--- config.mk ---
export PLATFORM = sky130hd
export DESIGN_NAME = im2col_address_generator
export DESIGN_NICKNAME = d
export VERILOG_FILES = /design/src/hdl/im2col_pkg.sv /design/src/hdl/im2col_address_generator.sv /design/src/hdl/im2col_cfg_regs.sv /design/src/hdl/im2col_div.sv /design/src/hdl/im2col_datapath.sv /design/src/hdl/im2col_ctrl.sv
export SDC_FILE = /design/constraint.sdc
export NUM_CORES = 1
export LEC_CHECK = 0
export ABC_AREA = 1
export BUFFER_PORTS_ARGS = -buffer_cell sky130_fd_sc_hd__buf_2
export CORE_ASPECT_RATIO = 1.4
export CORE_UTILIZATION = 57
export DETAILED_ROUTE_END_ITERATION = 8
export PLACE_DENSITY = 0.75
export SLEW_MARGIN = 10
export SYNTH_ARGS = -nofsm -noshare
export SYNTH_HDL_FRONTEND = slang
export SYNTH_SLANG_ARGS = --single-unit
--- constraint.sdc ---
create_clock -name clk_i -period 13.7 [get_ports clk_i]
set_input_delay 1.37 -clock clk_i [delete_from_list [all_inputs] [get_ports clk_i]]
set_output_delay 1.37 -clock clk_i [all_outputs]
set_load 0.005 [all_outputs]
--- src/hdl/im2col_pkg.sv ---
package im2col_pkg;

  localparam int IMG_W  = 12;
  localparam int WIN_W  = 5;
  localparam int PAD_W  = 4;
  localparam int STEP_W = 5;
  localparam int OFFS_W = 24;
  localparam int KCNT_W = 4;
  // Padded extent along one axis: 12-bit size plus twice a 4-bit pad.
  localparam int SPAN_W = 13;
  localparam int ADDR_W = 5;
  localparam int DATA_W = 32;

  localparam logic [WIN_W-1:0] WIN_MAX = WIN_W'(16);

  typedef enum logic [2:0] {
    REG_IMAGE_HEIGHT  = 3'd0,
    REG_IMAGE_WIDTH   = 3'd1,
    REG_WINDOW_HEIGHT = 3'd2,
    REG_WINDOW_WIDTH  = 3'd3,
    REG_PAD_ROWS      = 3'd4,
    REG_PAD_COLS      = 3'd5,
    REG_STEP_ROWS     = 3'd6,
    REG_STEP_COLS     = 3'd7
  } reg_idx_e;

  typedef enum logic [2:0] {
    ST_IDLE,
    ST_DIV,
    ST_CHECK,
    ST_POS,
    ST_EMIT,
    ST_ERR
  } ctrl_state_e;

  typedef struct packed {
    logic [IMG_W-1:0]  image_height;
    logic [IMG_W-1:0]  image_width;
    logic [WIN_W-1:0]  window_height;
    logic [WIN_W-1:0]  window_width;
    logic [PAD_W-1:0]  pad_rows;
    logic [PAD_W-1:0]  pad_cols;
    logic [STEP_W-1:0] step_rows;
    logic [STEP_W-1:0] step_cols;
  } cfg_t;

  typedef struct packed {
    logic pass_init;
    logic latch_dims;
    logic set_active;
    logic load_prod;
    logic load_pos;
    logic load_out;
    logic load_err;
  } cmd_t;

  typedef struct packed {
    logic pass_active;
    logic geo_err;
    logic div_done;
    logic out_free;
  } sts_t;

  function automatic logic [WIN_W-1:0] fix_window(input logic [WIN_W-1:0] w);
    logic [WIN_W-1:0] r;
    if (w == '0) begin
      r = WIN_W'(1);
    end else if (w > WIN_MAX) begin
      r = WIN_MAX;
    end else begin
      r = w;
    end
    return r;
  endfunction

  function automatic logic [STEP_W-1:0] fix_step(input logic [STEP_W-1:0] s);
    return (s == '0) ? STEP_W'(1) : s;
  endfunction

endpackage

--- src/hdl/im2col_address_generator.sv ---
// Flow: an entry inside a running pass is registered in turn as product, position and output,
// the output step waiting while a result is still held; the first entry of a pass (or a geometry
// error) first waits for the 13-step serial divider that works out the output height and width.
// Requests: a new request is taken only back in idle, after the previous entry or error is loaded;
// a request that opens a pass holds the input through the divider and the geometry check as well.
// Reset (asynchronous, active low): no pass open, counters zero, registers at their defaults.
module im2col_address_generator
  import im2col_pkg::*;
#(
  parameter int ROW_DIL  = 1,
  parameter int COL_DIL  = 1,
  parameter int DIM_BITS = 12
) (
  input  logic              clk_i,
  input  logic              rst_ni,
  input  logic              psel,
  input  logic              penable,
  input  logic              pwrite,
  input  logic [ADDR_W-1:0] paddr,
  input  logic [DATA_W-1:0] pwdata,
  output logic [DATA_W-1:0] prdata,
  output logic              pready,
  input  logic              in_valid_i,
  output logic              in_ready_o,
  input  logic              restart_i,
  output logic              out_valid_o,
  input  logic              out_ready_i,
  output logic [OFFS_W-1:0] source_offset_o,
  output logic              is_padding_o,
  output logic              last_o,
  output logic              geometry_error_o
);

  cfg_t cfg;
  cmd_t cmd;
  sts_t sts;

  assign pready = 1'b1;

  im2col_cfg_regs u_cfg_regs (
    .clk_i   (clk_i),
    .rst_ni  (rst_ni),
    .psel    (psel),
    .penable (penable),
    .pwrite  (pwrite),
    .paddr   (paddr),
    .pwdata  (pwdata),
    .prdata  (prdata),
    .cfg_o   (cfg)
  );

  im2col_ctrl u_ctrl (
    .clk_i      (clk_i),
    .rst_ni     (rst_ni),
    .in_valid_i (in_valid_i),
    .restart_i  (restart_i),
    .in_ready_o (in_ready_o),
    .sts_i      (sts),
    .cmd_o      (cmd)
  );

  im2col_datapath #(
    .ROW_DIL  (ROW_DIL),
    .COL_DIL  (COL_DIL),
    .DIM_BITS (DIM_BITS)
  ) u_datapath (
    .clk_i            (clk_i),
    .rst_ni           (rst_ni),
    .cfg_i            (cfg),
    .cmd_i            (cmd),
    .sts_o            (sts),
    .out_ready_i      (out_ready_i),
    .out_valid_o      (out_valid_o),
    .source_offset_o  (source_offset_o),
    .is_padding_o     (is_padding_o),
    .last_o           (last_o),
    .geometry_error_o (geometry_error_o)
  );

endmodule

--- src/hdl/im2col_cfg_regs.sv ---
module im2col_cfg_regs
  import im2col_pkg::*;
(
  input  logic              clk_i,
  input  logic              rst_ni,
  input  logic              psel,
  input  logic              penable,
  input  logic              pwrite,
  input  logic [ADDR_W-1:0] paddr,
  input  logic [DATA_W-1:0] pwdata,
  output logic [DATA_W-1:0] prdata,
  output cfg_t              cfg_o
);

  cfg_t     cfg_q, cfg_d;
  reg_idx_e idx;
  logic     wr_en;

  assign idx   = reg_idx_e'(paddr[4:2]);
  assign wr_en = psel & penable & pwrite;

  always_comb begin
    cfg_d = cfg_q;
    if (wr_en) begin
      case (idx)
        REG_IMAGE_HEIGHT:  cfg_d.image_height  = pwdata[IMG_W-1:0];
        REG_IMAGE_WIDTH:   cfg_d.image_width   = pwdata[IMG_W-1:0];
        REG_WINDOW_HEIGHT: cfg_d.window_height = pwdata[WIN_W-1:0];
        REG_WINDOW_WIDTH:  cfg_d.window_width  = pwdata[WIN_W-1:0];
        REG_PAD_ROWS:      cfg_d.pad_rows      = pwdata[PAD_W-1:0];
        REG_PAD_COLS:      cfg_d.pad_cols      = pwdata[PAD_W-1:0];
        REG_STEP_ROWS:     cfg_d.step_rows     = pwdata[STEP_W-1:0];
        REG_STEP_COLS:     cfg_d.step_cols     = pwdata[STEP_W-1:0];
        default:           cfg_d = cfg_q;
      endcase
    end
  end

  always_comb begin
    case (idx)
      REG_IMAGE_HEIGHT:  prdata = DATA_W'(cfg_q.image_height);
      REG_IMAGE_WIDTH:   prdata = DATA_W'(cfg_q.image_width);
      REG_WINDOW_HEIGHT: prdata = DATA_W'(cfg_q.window_height);
      REG_WINDOW_WIDTH:  prdata = DATA_W'(cfg_q.window_width);
      REG_PAD_ROWS:      prdata = DATA_W'(cfg_q.pad_rows);
      REG_PAD_COLS:      prdata = DATA_W'(cfg_q.pad_cols);
      REG_STEP_ROWS:     prdata = DATA_W'(cfg_q.step_rows);
      REG_STEP_COLS:     prdata = DATA_W'(cfg_q.step_cols);
      default:           prdata = '0;
    endcase
  end

  always_ff @(posedge clk_i or negedge rst_ni) begin
    if (!rst_ni) begin
      cfg_q.image_height  <= IMG_W'(1);
      cfg_q.image_width   <= IMG_W'(1);
      cfg_q.window_height <= WIN_W'(1);
      cfg_q.window_width  <= WIN_W'(1);
      cfg_q.pad_rows      <= '0;
      cfg_q.pad_cols      <= '0;
      cfg_q.step_rows     <= STEP_W'(1);
      cfg_q.step_cols     <= STEP_W'(1);
    end else begin
      cfg_q <= cfg_d;
    end
  end

  assign cfg_o = cfg_q;

endmodule

--- src/hdl/im2col_div.sv ---
module im2col_div #(
  parameter int N_W = 13,
  parameter int D_W = 5
) (
  input  logic           clk_i,
  input  logic           rst_ni,
  input  logic           start_i,
  input  logic [N_W-1:0] dividend_i,
  input  logic [D_W-1:0] divisor_i,
  output logic           busy_o,
  output logic [N_W-1:0] quot_o
);

  localparam int CNT_W = $clog2(N_W + 1);

  logic [CNT_W-1:0] cnt_q, cnt_d;
  logic [N_W-1:0]   quot_q, quot_d;
  logic [D_W-1:0]   rem_q, rem_d;
  logic [D_W:0]     shifted;
  logic [D_W+1:0]   diff;
  logic             ge;

  // Restoring division, one quotient bit per cycle.
  assign shifted = {rem_q, quot_q[N_W-1]};
  assign diff    = {1'b0, shifted} - {2'b00, divisor_i};
  assign ge      = ~diff[D_W+1];

  always_comb begin
    cnt_d  = cnt_q;
    quot_d = quot_q;
    rem_d  = rem_q;
    if (start_i) begin
      cnt_d  = CNT_W'(N_W);
      quot_d = dividend_i;
      rem_d  = '0;
    end else if (cnt_q != '0) begin
      cnt_d  = cnt_q - CNT_W'(1);
      quot_d = {quot_q[N_W-2:0], ge};
      rem_d  = ge ? diff[D_W-1:0] : shifted[D_W-1:0];
    end
  end

  always_ff @(posedge clk_i or negedge rst_ni) begin
    if (!rst_ni) begin
      cnt_q <= '0;
    end else begin
      cnt_q <= cnt_d;
    end
  end

  always_ff @(posedge clk_i) begin
    quot_q <= quot_d;
    rem_q  <= rem_d;
  end

  assign busy_o = (cnt_q != '0);
  assign quot_o = quot_q;

endmodule

--- src/hdl/im2col_datapath.sv ---
module im2col_datapath
  import im2col_pkg::*;
#(
  parameter int ROW_DIL  = 1,
  parameter int COL_DIL  = 1,
  parameter int DIM_BITS = 12
) (
  input  logic              clk_i,
  input  logic              rst_ni,
  input  cfg_t              cfg_i,
  input  cmd_t              cmd_i,
  output sts_t              sts_o,
  input  logic              out_ready_i,
  output logic              out_valid_o,
  output logic [OFFS_W-1:0] source_offset_o,
  output logic              is_padding_o,
  output logic              last_o,
  output logic              geometry_error_o
);

  localparam int PROD_W = DIM_BITS + STEP_W;
  localparam int POS_W  = ((PROD_W > IMG_W) ? PROD_W : IMG_W) + 2;
  localparam int CMP_W  = ((DIM_BITS > SPAN_W) ? DIM_BITS : SPAN_W) + 1;
  localparam int LIM    = (1 << DIM_BITS) - 1;

  logic [WIN_W-1:0]  wh, ww;
  logic [STEP_W-1:0] sr, sc;
  logic [SPAN_W-1:0] padded_r, padded_c, extent_r, extent_c;
  logic [SPAN_W-1:0] quot_r, quot_c;
  logic              busy_r, busy_c;
  logic [CMP_W-1:0]  n_r, n_c;
  logic [DIM_BITS-1:0] rows_d, cols_d;

  logic [DIM_BITS-1:0] rows_q, cols_q;
  logic [KCNT_W-1:0]   kr_q, kc_q;
  logic [DIM_BITS-1:0] orow_q, ocol_q;
  logic                active_q, geo_err_q;

  logic [PROD_W-1:0] prod_r_q, prod_c_q;
  logic [POS_W-1:0]  srow, scol;
  logic              in_r, in_c;
  logic [IMG_W-1:0]  row_q, col_q;
  logic              inside_q;

  logic              last_c;
  logic              kr_end, kc_end, orow_end, ocol_end;
  logic [OFFS_W-1:0] offset_c;

  logic              out_valid_q;
  logic [OFFS_W-1:0] offset_q;
  logic              pad_q, last_q, err_q;

  assign wh = fix_window(cfg_i.window_height);
  assign ww = fix_window(cfg_i.window_width);
  assign sr = fix_step(cfg_i.step_rows);
  assign sc = fix_step(cfg_i.step_cols);

  assign padded_r = SPAN_W'(cfg_i.image_height) + SPAN_W'({cfg_i.pad_rows, 1'b0});
  assign padded_c = SPAN_W'(cfg_i.image_width) + SPAN_W'({cfg_i.pad_cols, 1'b0});
  assign extent_r = SPAN_W'(wh - WIN_W'(1)) * SPAN_W'(ROW_DIL) + SPAN_W'(1);
  assign extent_c = SPAN_W'(ww - WIN_W'(1)) * SPAN_W'(COL_DIL) + SPAN_W'(1);

  // Both output dimensions are divided in parallel when a pass opens.
  im2col_div #(.N_W(SPAN_W), .D_W(STEP_W)) u_div_rows (
    .clk_i      (clk_i),
    .rst_ni     (rst_ni),
    .start_i    (cmd_i.pass_init),
    .dividend_i (padded_r - extent_r),
    .divisor_i  (sr),
    .busy_o     (busy_r),
    .quot_o     (quot_r)
  );

  im2col_div #(.N_W(SPAN_W), .D_W(STEP_W)) u_div_cols (
    .clk_i      (clk_i),
    .rst_ni     (rst_ni),
    .start_i    (cmd_i.pass_init),
    .dividend_i (padded_c - extent_c),
    .divisor_i  (sc),
    .busy_o     (busy_c),
    .quot_o     (quot_c)
  );

  assign n_r    = CMP_W'(quot_r) + CMP_W'(1);
  assign n_c    = CMP_W'(quot_c) + CMP_W'(1);
  assign rows_d = (n_r > CMP_W'(LIM)) ? DIM_BITS'(LIM) : n_r[DIM_BITS-1:0];
  assign cols_d = (n_c > CMP_W'(LIM)) ? DIM_BITS'(LIM) : n_c[DIM_BITS-1:0];

  assign kr_end   = ({1'b0, kr_q} + WIN_W'(1)) >= wh;
  assign kc_end   = ({1'b0, kc_q} + WIN_W'(1)) >= ww;
  assign orow_end = ({1'b0, orow_q} + (DIM_BITS+1)'(1)) >= {1'b0, rows_q};
  assign ocol_end = ({1'b0, ocol_q} + (DIM_BITS+1)'(1)) >= {1'b0, cols_q};
  assign last_c   = kr_end & kc_end & orow_end & ocol_end;

  always_ff @(posedge clk_i or negedge rst_ni) begin
    if (!rst_ni) begin
      rows_q    <= '0;
      cols_q    <= '0;
      kr_q      <= '0;
      kc_q      <= '0;
      orow_q    <= '0;
      ocol_q    <= '0;
      active_q  <= 1'b0;
      geo_err_q <= 1'b0;
    end else begin
      if (cmd_i.pass_init) begin
        kr_q      <= '0;
        kc_q      <= '0;
        orow_q    <= '0;
        ocol_q    <= '0;
        active_q  <= 1'b0;
        geo_err_q <= (padded_r < extent_r) | (padded_c < extent_c);
      end
      if (cmd_i.latch_dims) begin
        rows_q <= rows_d;
        cols_q <= cols_d;
      end
      if (cmd_i.set_active) begin
        active_q <= 1'b1;
      end
      if (cmd_i.load_err) begin
        active_q <= 1'b0;
      end
      if (cmd_i.load_out) begin
        if (last_c) begin
          active_q <= 1'b0;
          kr_q     <= '0;
          kc_q     <= '0;
          orow_q   <= '0;
          ocol_q   <= '0;
        end else if (!ocol_end) begin
          ocol_q <= ocol_q + DIM_BITS'(1);
        end else begin
          ocol_q <= '0;
          if (!orow_end) begin
            orow_q <= orow_q + DIM_BITS'(1);
          end else begin
            orow_q <= '0;
            if (!kc_end) begin
              kc_q <= kc_q + KCNT_W'(1);
            end else begin
              kc_q <= '0;
              kr_q <= kr_end ? '0 : kr_q + KCNT_W'(1);
            end
          end
        end
      end
    end
  end

  // Window position: kernel offset plus output position times stride, minus padding.
  assign srow = POS_W'(prod_r_q) + POS_W'(kr_q) * POS_W'(ROW_DIL)
              - POS_W'(cfg_i.pad_rows);
  assign scol = POS_W'(prod_c_q) + POS_W'(kc_q) * POS_W'(COL_DIL)
              - POS_W'(cfg_i.pad_cols);
  assign in_r = ~srow[POS_W-1] & (srow[POS_W-2:0] < (POS_W-1)'(cfg_i.image_height));
  assign in_c = ~scol[POS_W-1] & (scol[POS_W-2:0] < (POS_W-1)'(cfg_i.image_width));

  always_ff @(posedge clk_i) begin
    if (cmd_i.load_prod) begin
      prod_r_q <= PROD_W'(orow_q) * PROD_W'(sr);
      prod_c_q <= PROD_W'(ocol_q) * PROD_W'(sc);
    end
    if (cmd_i.load_pos) begin
      row_q    <= srow[IMG_W-1:0];
      col_q    <= scol[IMG_W-1:0];
      inside_q <= in_r & in_c;
    end
  end

  assign offset_c = OFFS_W'(row_q) * OFFS_W'(cfg_i.image_width) + OFFS_W'(col_q);

  always_ff @(posedge clk_i or negedge rst_ni) begin
    if (!rst_ni) begin
      out_valid_q <= 1'b0;
    end else if (cmd_i.load_out || cmd_i.load_err) begin
      out_valid_q <= 1'b1;
    end else if (out_ready_i) begin
      out_valid_q <= 1'b0;
    end
  end

  always_ff @(posedge clk_i) begin
    if (cmd_i.load_out) begin
      offset_q <= inside_q ? offset_c : '0;
      pad_q    <= ~inside_q;
      last_q   <= last_c;
      err_q    <= 1'b0;
    end else if (cmd_i.load_err) begin
      offset_q <= '0;
      pad_q    <= 1'b0;
      last_q   <= 1'b1;
      err_q    <= 1'b1;
    end
  end

  assign sts_o.pass_active = active_q;
  assign sts_o.geo_err     = geo_err_q;
  assign sts_o.div_done    = ~busy_r & ~busy_c;
  assign sts_o.out_free    = ~out_valid_q | out_ready_i;

  assign out_valid_o      = out_valid_q;
  assign source_offset_o  = offset_q;
  assign is_padding_o     = pad_q;
  assign last_o           = last_q;
  assign geometry_error_o = err_q;

endmodule

--- src/hdl/im2col_ctrl.sv ---
module im2col_ctrl
  import im2col_pkg::*;
(
  input  logic clk_i,
  input  logic rst_ni,
  input  logic in_valid_i,
  input  logic restart_i,
  output logic in_ready_o,
  input  sts_t sts_i,
  output cmd_t cmd_o
);

  ctrl_state_e state_q, state_d;

  always_comb begin
    state_d = state_q;
    case (state_q)
      ST_IDLE: begin
        if (in_valid_i) begin
          state_d = (restart_i || !sts_i.pass_active) ? ST_DIV : ST_POS;
        end
      end
      ST_DIV: begin
        if (sts_i.div_done) begin
          state_d = ST_CHECK;
        end
      end
      ST_CHECK: state_d = sts_i.geo_err ? ST_ERR : ST_POS;
      ST_POS:   state_d = ST_EMIT;
      ST_EMIT: begin
        if (sts_i.out_free) begin
          state_d = ST_IDLE;
        end
      end
      ST_ERR: begin
        if (sts_i.out_free) begin
          state_d = ST_IDLE;
        end
      end
      default: state_d = ST_IDLE;
    endcase
  end

  always_comb begin
    cmd_o      = '0;
    in_ready_o = 1'b0;
    case (state_q)
      ST_IDLE: begin
        in_ready_o = 1'b1;
        if (in_valid_i) begin
          if (restart_i || !sts_i.pass_active) begin
            cmd_o.pass_init = 1'b1;
          end else begin
            cmd_o.load_prod = 1'b1;
          end
        end
      end
      ST_DIV:   cmd_o.latch_dims = sts_i.div_done;
      ST_CHECK: begin
        if (!sts_i.geo_err) begin
          cmd_o.set_active = 1'b1;
          cmd_o.load_prod  = 1'b1;
        end
      end
      ST_POS:   cmd_o.load_pos = 1'b1;
      ST_EMIT:  cmd_o.load_out = sts_i.out_free;
      ST_ERR:   cmd_o.load_err = sts_i.out_free;
      default:  cmd_o = '0;
    endcase
  end

  always_ff @(posedge clk_i or negedge rst_ni) begin
    if (!rst_ni) begin
      state_q <= ST_IDLE;
    end else begin
      state_q <= state_d;
    end
  end

endmodule

* After elaboration in Yosys (flattened, before gate mapping)
Index checks and enable logic that the tools add are counted.
** Word-level totals
- Word-level logic and storage cells :: 209
- Register bits after elaboration :: 244
- Bits of input ports :: 45
** Cells by class
- Muxes and demuxes :: 74
- Eq/ne operators :: 15
- Bitwise operators :: 19
- $mul :: 3
- $add $sub $neg :: 27
- $lt $le $gt $ge :: 12
- Reductions and logical operators :: 26
** Operator list (count)
- 32-bit one-hot mux with 8 select lines :: 1
- 12-bit 2-to-1 mux :: 11
- 24-bit 2-to-1 mux :: 3
- 4-bit 2-to-1 mux :: 17
- 13-bit 2-to-1 mux :: 4
- 5-bit 2-to-1 mux :: 8
- 19-bit by 4-bit subtractor with 19-bit output :: 2
- 17-bit by 4-bit adder with 18-bit output :: 2
- 18-bit by 12-bit less-than comparator with 1-bit output :: 2
- 12-bit by 5-bit multiplier with 17-bit output :: 2
- 13-bit by 1-bit adder with 14-bit output (second input constant) :: 2
- 14-bit by 12-bit greater-than comparator with 1-bit output (second input constant) :: 2
- 12-bit by 1-bit adder with 13-bit output (second input constant) :: 2
- 12-bit by 5-bit adder with 13-bit output :: 2
- 13-bit by 1-bit adder with 13-bit output (second input constant) :: 2
- 13-bit by 12-bit greater-or-equal comparator with 1-bit output :: 2
- 13-bit less-than comparator :: 2
- 13-bit subtractor :: 2
- 12-bit by 1-bit adder with 12-bit output (second input constant) :: 2
- 24-bit by 12-bit adder with 24-bit output :: 1
- 12-bit by 12-bit multiplier with 24-bit output :: 1
- 1-bit 2-to-1 mux :: 22
- 5-bit logical NOT :: 4
- 3-bit equality test (second input constant) :: 6
- 26 further kinds :: 72

* Depth between registers and ports, before layout
- Word-level depth :: 11
- Mapped depth :: 27

* By module
Synthesis repeated with hierarchy kept, for this count alone.
** Unflattened totals
- Cells, all modules :: 3486
- Area, all modules :: 26455.4 µm²
** Modules (own cells, without submodules)
- im2col_datapath :: sequential area each 4048.9 µm², area each 21115.3 µm², cells an instance 2846, times used 1
- im2col_cfg_regs :: sequential area each 1308.8 µm², area each 2621.3 µm², cells an instance 317, times used 1
- im2col_div :: sequential area each 590.6 µm², area each 1227.4 µm², cells an instance 139, times used 2
- im2col_ctrl :: sequential area each 75.1 µm², area each 252.7 µm², cells an instance 43, times used 1
- im2col_address_generator :: sequential area each 0.0 µm², area each 11.3 µm², cells an instance 2, times used 1

* Least setup slack after synthesis
Ideal clock, no wire load.
- Path kind :: reg2reg
- Start :: register u_cfg_regs.cfg_q, in the netlist u_cfg_regs.cfg_o[36]
- End :: register u_datapath.offset_q[23] (netlist: u_datapath.source_offset_o[23]), data pin
- Slack :: 8519 ps
- Stages on the path, launching flop included :: 22
- Setup time :: 147 ps
- Data arrival time :: 5035 ps
- Data required time :: 13553 ps
- Path through :: dfrtp_1 > clkbuf_1 > clkbuf_1 > nand2_1 > inv_1 > fa_1 > inv_1 > fa_1 > fa_1 > inv_1 > fa_1 > inv_1 > fa_1 > inv_1 > ha_1 > nand2_1 > o21ai_0 > a211oi_1 > nand3_1 > a31o_2 > or2_2 > a21oi_1
** Between the ends
- Word-level cells in the longest chain between the ends :: 4
** RTL lines
- from (decl) :: RTL line im2col_cfg_regs.sv:15 : cfg_t cfg_q, cfg_d;
- from (signal assigned) :: RTL line im2col_cfg_regs.sv:64 : cfg_q <= cfg_d;
- 12-bit by 12-bit multiplier with 24-bit output :: RTL line im2col_datapath.sv:171 : assign offset_c = OFFS_W'(row_q) * OFFS_W'(cfg_i.image_width) + OFFS_W'(col_q);
- 24-bit by 12-bit adder with 24-bit output :: RTL line im2col_datapath.sv:171
- 24-bit 2-to-1 mux :: RTL line im2col_datapath.sv:185 : offset_q <= inside_q ? offset_c : '0;
- 24-bit 2-to-1 mux :: RTL line im2col_datapath.sv:184 : if (cmd_i.load_out) begin
- to (signal assigned) :: RTL line im2col_datapath.sv:185
- to (decl) :: RTL line im2col_datapath.sv:50 : logic [OFFS_W-1:0] offset_q;
Every way passes these cells.
A chain may end at the register's enable or synchronous reset.

* Worst setup path after layout
- Start :: register u_cfg_regs.cfg_q, in the netlist u_cfg_regs.cfg_o[39]
- End :: register u_datapath.offset_q[17] (netlist: u_datapath.source_offset_o[17]), data pin
Same word-level chain as after synthesis.

==> flow_summary.toml <==
[synth]
synth_top_area_share_pct = 14.2
number_of_distinct_standard_cells_referenced_by_the_synthesized_netlist = 60
postSynth.topFlopCell = "sky130_fd_sc_hd__dfrtp_1"
synth-seq-cells = 244
ys_top_cells_by_area = "sky130_fd_sc_hd__fa_1, sky130_fd_sc_hd__edfxtp_1, sky130_fd_sc_hd__ha_1, sky130_fd_sc_hd__dfrtp_1, sky130_fd_sc_hd__nand2_1"
syn_area_mm2 = 0.0255
synth_warnings = 0
synth_area_leader_cell = "sky130_fd_sc_hd__fa_1"
syn-instance-count = 3269
asyncSetResetFlopFracSynth_pct = 50.0
synth.avg_cell_area_um2 = 7.80
synth_enable_flop_cells = 111
synth_seq_area_share_pct = 25.9

[drt]
route.detailed.vias_per_inst = 5.59
dr_total_vias = 21700
wl_cell_um = 17.8
dr.first_iter.drc_count = 1259
drt.antenna.violating_nets = 0
first_pass_iters = 6
postRouteWirelength_mm = 69.0
post-route-drc-count = 0

[timing]
finalSetupTns_ps = 0
final_max_slew_viol_count = 0
grt_setup_unrepaired = "false"
finalWorstSetupSlack_ps = 7340
layout_min_cycle_time_ps = 6360
timing_worst_slew_pin_value_ps = 1190
final.period_utilization_pct = 46.4
report.final.setup_viol = 0
hold_violations = 0
maxSlewHeadroom_pct = 20.7
fin_hold_ws_ps = 465
skew_ps = 26.9
max_freq_mhz = 157

[layout]
antenna_cells = 0
final_std_cells_w_o_fill = 3888
post-route-util_pct = 61.7
layout-area-overhead-vs-synth_pct = 6.62
layout_cell_share_with_drive_strength_beyond_1_pct = 6.40
number_of_nets_in_the_finished_design = 3786
fin_area_mm2 = 0.0272

[global_route]
grt_first_pass_wirelength_mm = 111
globalRouteOverflowTotal = 0
grt_pass1_vias = 22400
grt_antenna_before_repair = 0
grt_start_max_net_pins = 63
all_layer_gr_usage_pct = 30.9

[job]
max_cap_violations = 0

[die]
rows = 91
io-pin-count = 107
initial_utilization_pct = 57.9
die_h_um = 252
die_area_mm2 = 0.0456
fp.dieW_um = 181
core_area_mm2 = 0.0441

[cts]
ctsHtreeMaxLevel = 1
post_cts_setup_buffers = 0
cts.reportedPaths.clkPinSlew_ps = 60
clk_root_buffer_cell = "sky130_fd_sc_hd__clkbuf_16"
cts.path.max_buffers = 3
cts.hold.buffers_added = 0
cts_tree = "yes"
postCtsResizedCells = 0
clkLatencyLatePin_ps = 600
numClockSinks = 244
cts_bufs_inserted = 27

[worst_setup_path]
worst-r2r-cell-count = 19
timing_worst_setup_path_type = "reg2reg"
timing.critical_path.arrival_ps = 6750
cp-start-kind = "flop"
endpoint_kind = "flop"
critical_path_peak_fanout = 15
r2r_setup_slack_ps = 7340
required_ps = 14090

[placement]
finalWeightedCongestion = 0.971
place.detailed.hpwl_mm = 56.2
dp_worst_setup_slack_ps = 7490
numPlacedInstances = 3839
place.port_buffers = 63
placed_cell_area_mm2 = 0.0263

[power_and_ir_drop]
leakagePower_nw = 14.5
power_per_cell_area_mw_per_mm2 = 185
maximum_vdd_drop_v = 0.000158
design_power_total_mw = 5.03

[run_status]
status = "complete, no violations"

[min_path]
min_path_cells = 2
holdCritPathClass = "reg2reg"
-- layer usage --
layer	GRT usage, %	up-vias	wire length (um)
met5	0	-	0
met4	19.7	0	4580
met3	3.24	232	2910
met2	59.0	667	36700
met1	32.1	10400	24800
li1	-	10400	-
-- final timing paths --
kind | to | from
min in group asynchronous | u_datapath.orow_q[10] | rst_ni
max reg2reg | u_datapath.source_offset_o[17] | u_cfg_regs.cfg_o[39]
max | u_datapath.source_offset_o[17] | u_cfg_regs.cfg_o[39]
max in group asynchronous | u_cfg_regs.cfg_o[33] | rst_ni
min | u_datapath.u_div_rows.rem_q[4] | u_datapath.u_div_rows.rem_q[4]
min reg2reg | u_datapath.u_div_rows.rem_q[4] | u_datapath.u_div_rows.rem_q[4]
-- layout make-up --
cell class,count,area (um2)
inverters,709,2670
clock buffers,33,738
clock inverters,16,189
multi-input cells,2258,15900
well taps,558,698
flip-flops and latches,244,6610
fillers,3887,16900
repair buffers,70,370
-- report_power, final --
part / switching [mW] / total [mW] / internal [mW]
Combinational: 2.00 / 3.08 / 1.09
Sequential: 0.204 / 1.17 / 0.966
Clock: 0.337 / 0.780 / 0.443
Total: 2.54 / 5.03 / 2.49
-- worst max-delay path, cell delays in order (launching register included) --
cell and delay [ps]:
sky130_fd_sc_hd__dfrtp_1 830, sky130_fd_sc_hd__nand2_1 190, sky130_fd_sc_hd__fa_1 550, sky130_fd_sc_hd__fa_1 540, sky130_fd_sc_hd__inv_1 50, sky130_fd_sc_hd__fa_1 500
sky130_fd_sc_hd__fa_1 550, sky130_fd_sc_hd__inv_1 50, sky130_fd_sc_hd__fa_1 520, sky130_fd_sc_hd__inv_1 40, sky130_fd_sc_hd__ha_1 320, sky130_fd_sc_hd__nand2_1 90
sky130_fd_sc_hd__nor2_1 300, sky130_fd_sc_hd__o21ai_0 170, sky130_fd_sc_hd__o211ai_1 210, sky130_fd_sc_hd__a31oi_1 130, sky130_fd_sc_hd__o21ai_0 640, sky130_fd_sc_hd__nand2_1 140
sky130_fd_sc_hd__a21o_1 190, sky130_fd_sc_hd__a21oi_1 130
-- placed cells by master (no fill, tap or decap), types with 62 or more instances in the layout --
cell type                  instances
sky130_fd_sc_hd__a21oi_1         134
sky130_fd_sc_hd__buf_2            62
sky130_fd_sc_hd__dfrtp_1         116
sky130_fd_sc_hd__edfxtp_1        111
sky130_fd_sc_hd__fa_1            181
sky130_fd_sc_hd__ha_1            250
sky130_fd_sc_hd__inv_1           700
sky130_fd_sc_hd__nand2_1         726
sky130_fd_sc_hd__nand3_1         132
sky130_fd_sc_hd__nor2_1          179
sky130_fd_sc_hd__o21ai_0         156
sky130_fd_sc_hd__xor2_1           84
-- cell families after synthesis --
logic type | synth area share [%]
AOI/OAI and AO/OA | 10.5
buffers and inverters | 12.3
other | 0.0295
adders and majority gates | 26.5
DFF | 25.9
xor gates and xnor gates | 4.29
and+or+nand+nor | 20.4
-- state kept, by name, summed over array words and instances, names as in the netlist, 3 cells and up --
signal                        cells
u_datapath.source_offset_o       24
u_datapath.row_q                 12
u_datapath.u_div_rows.rem_q       5
u_datapath.ocol_q                12
u_datapath.kr_q                   4
u_datapath.prod_r_q              17
u_datapath.u_div_rows.quot_o     13
u_datapath.prod_c_q              17
u_datapath.col_q                 12
u_cfg_regs.cfg_o                 52
u_datapath.cols_q                12
u_datapath.u_div_rows.cnt_q       4
u_datapath.rows_q                12
u_datapath.orow_q                12
u_datapath.u_div_cols.cnt_q       4
u_datapath.kc_q                   4
u_ctrl.state_q                    3
u_datapath.u_div_cols.quot_o     13
u_datapath.u_div_cols.rem_q       5
-- cells in the mapped netlist (31+ instances only) --
master and number:
sky130_fd_sc_hd__nand2_1 726, sky130_fd_sc_hd__inv_1 700, sky130_fd_sc_hd__ha_1 250, sky130_fd_sc_hd__fa_1 181, sky130_fd_sc_hd__nor2_1 181, sky130_fd_sc_hd__o21ai_0 157, sky130_fd_sc_hd__a21oi_1 134, sky130_fd_sc_hd__nand3_1 132
sky130_fd_sc_hd__dfrtp_1 116, sky130_fd_sc_hd__edfxtp_1 111, sky130_fd_sc_hd__xor2_1 84, sky130_fd_sc_hd__clkbuf_1 51, sky130_fd_sc_hd__xnor2_1 41, sky130_fd_sc_hd__nand4_1 37, sky130_fd_sc_hd__nor3_1 31
Power figures use the tool's default switching activity.
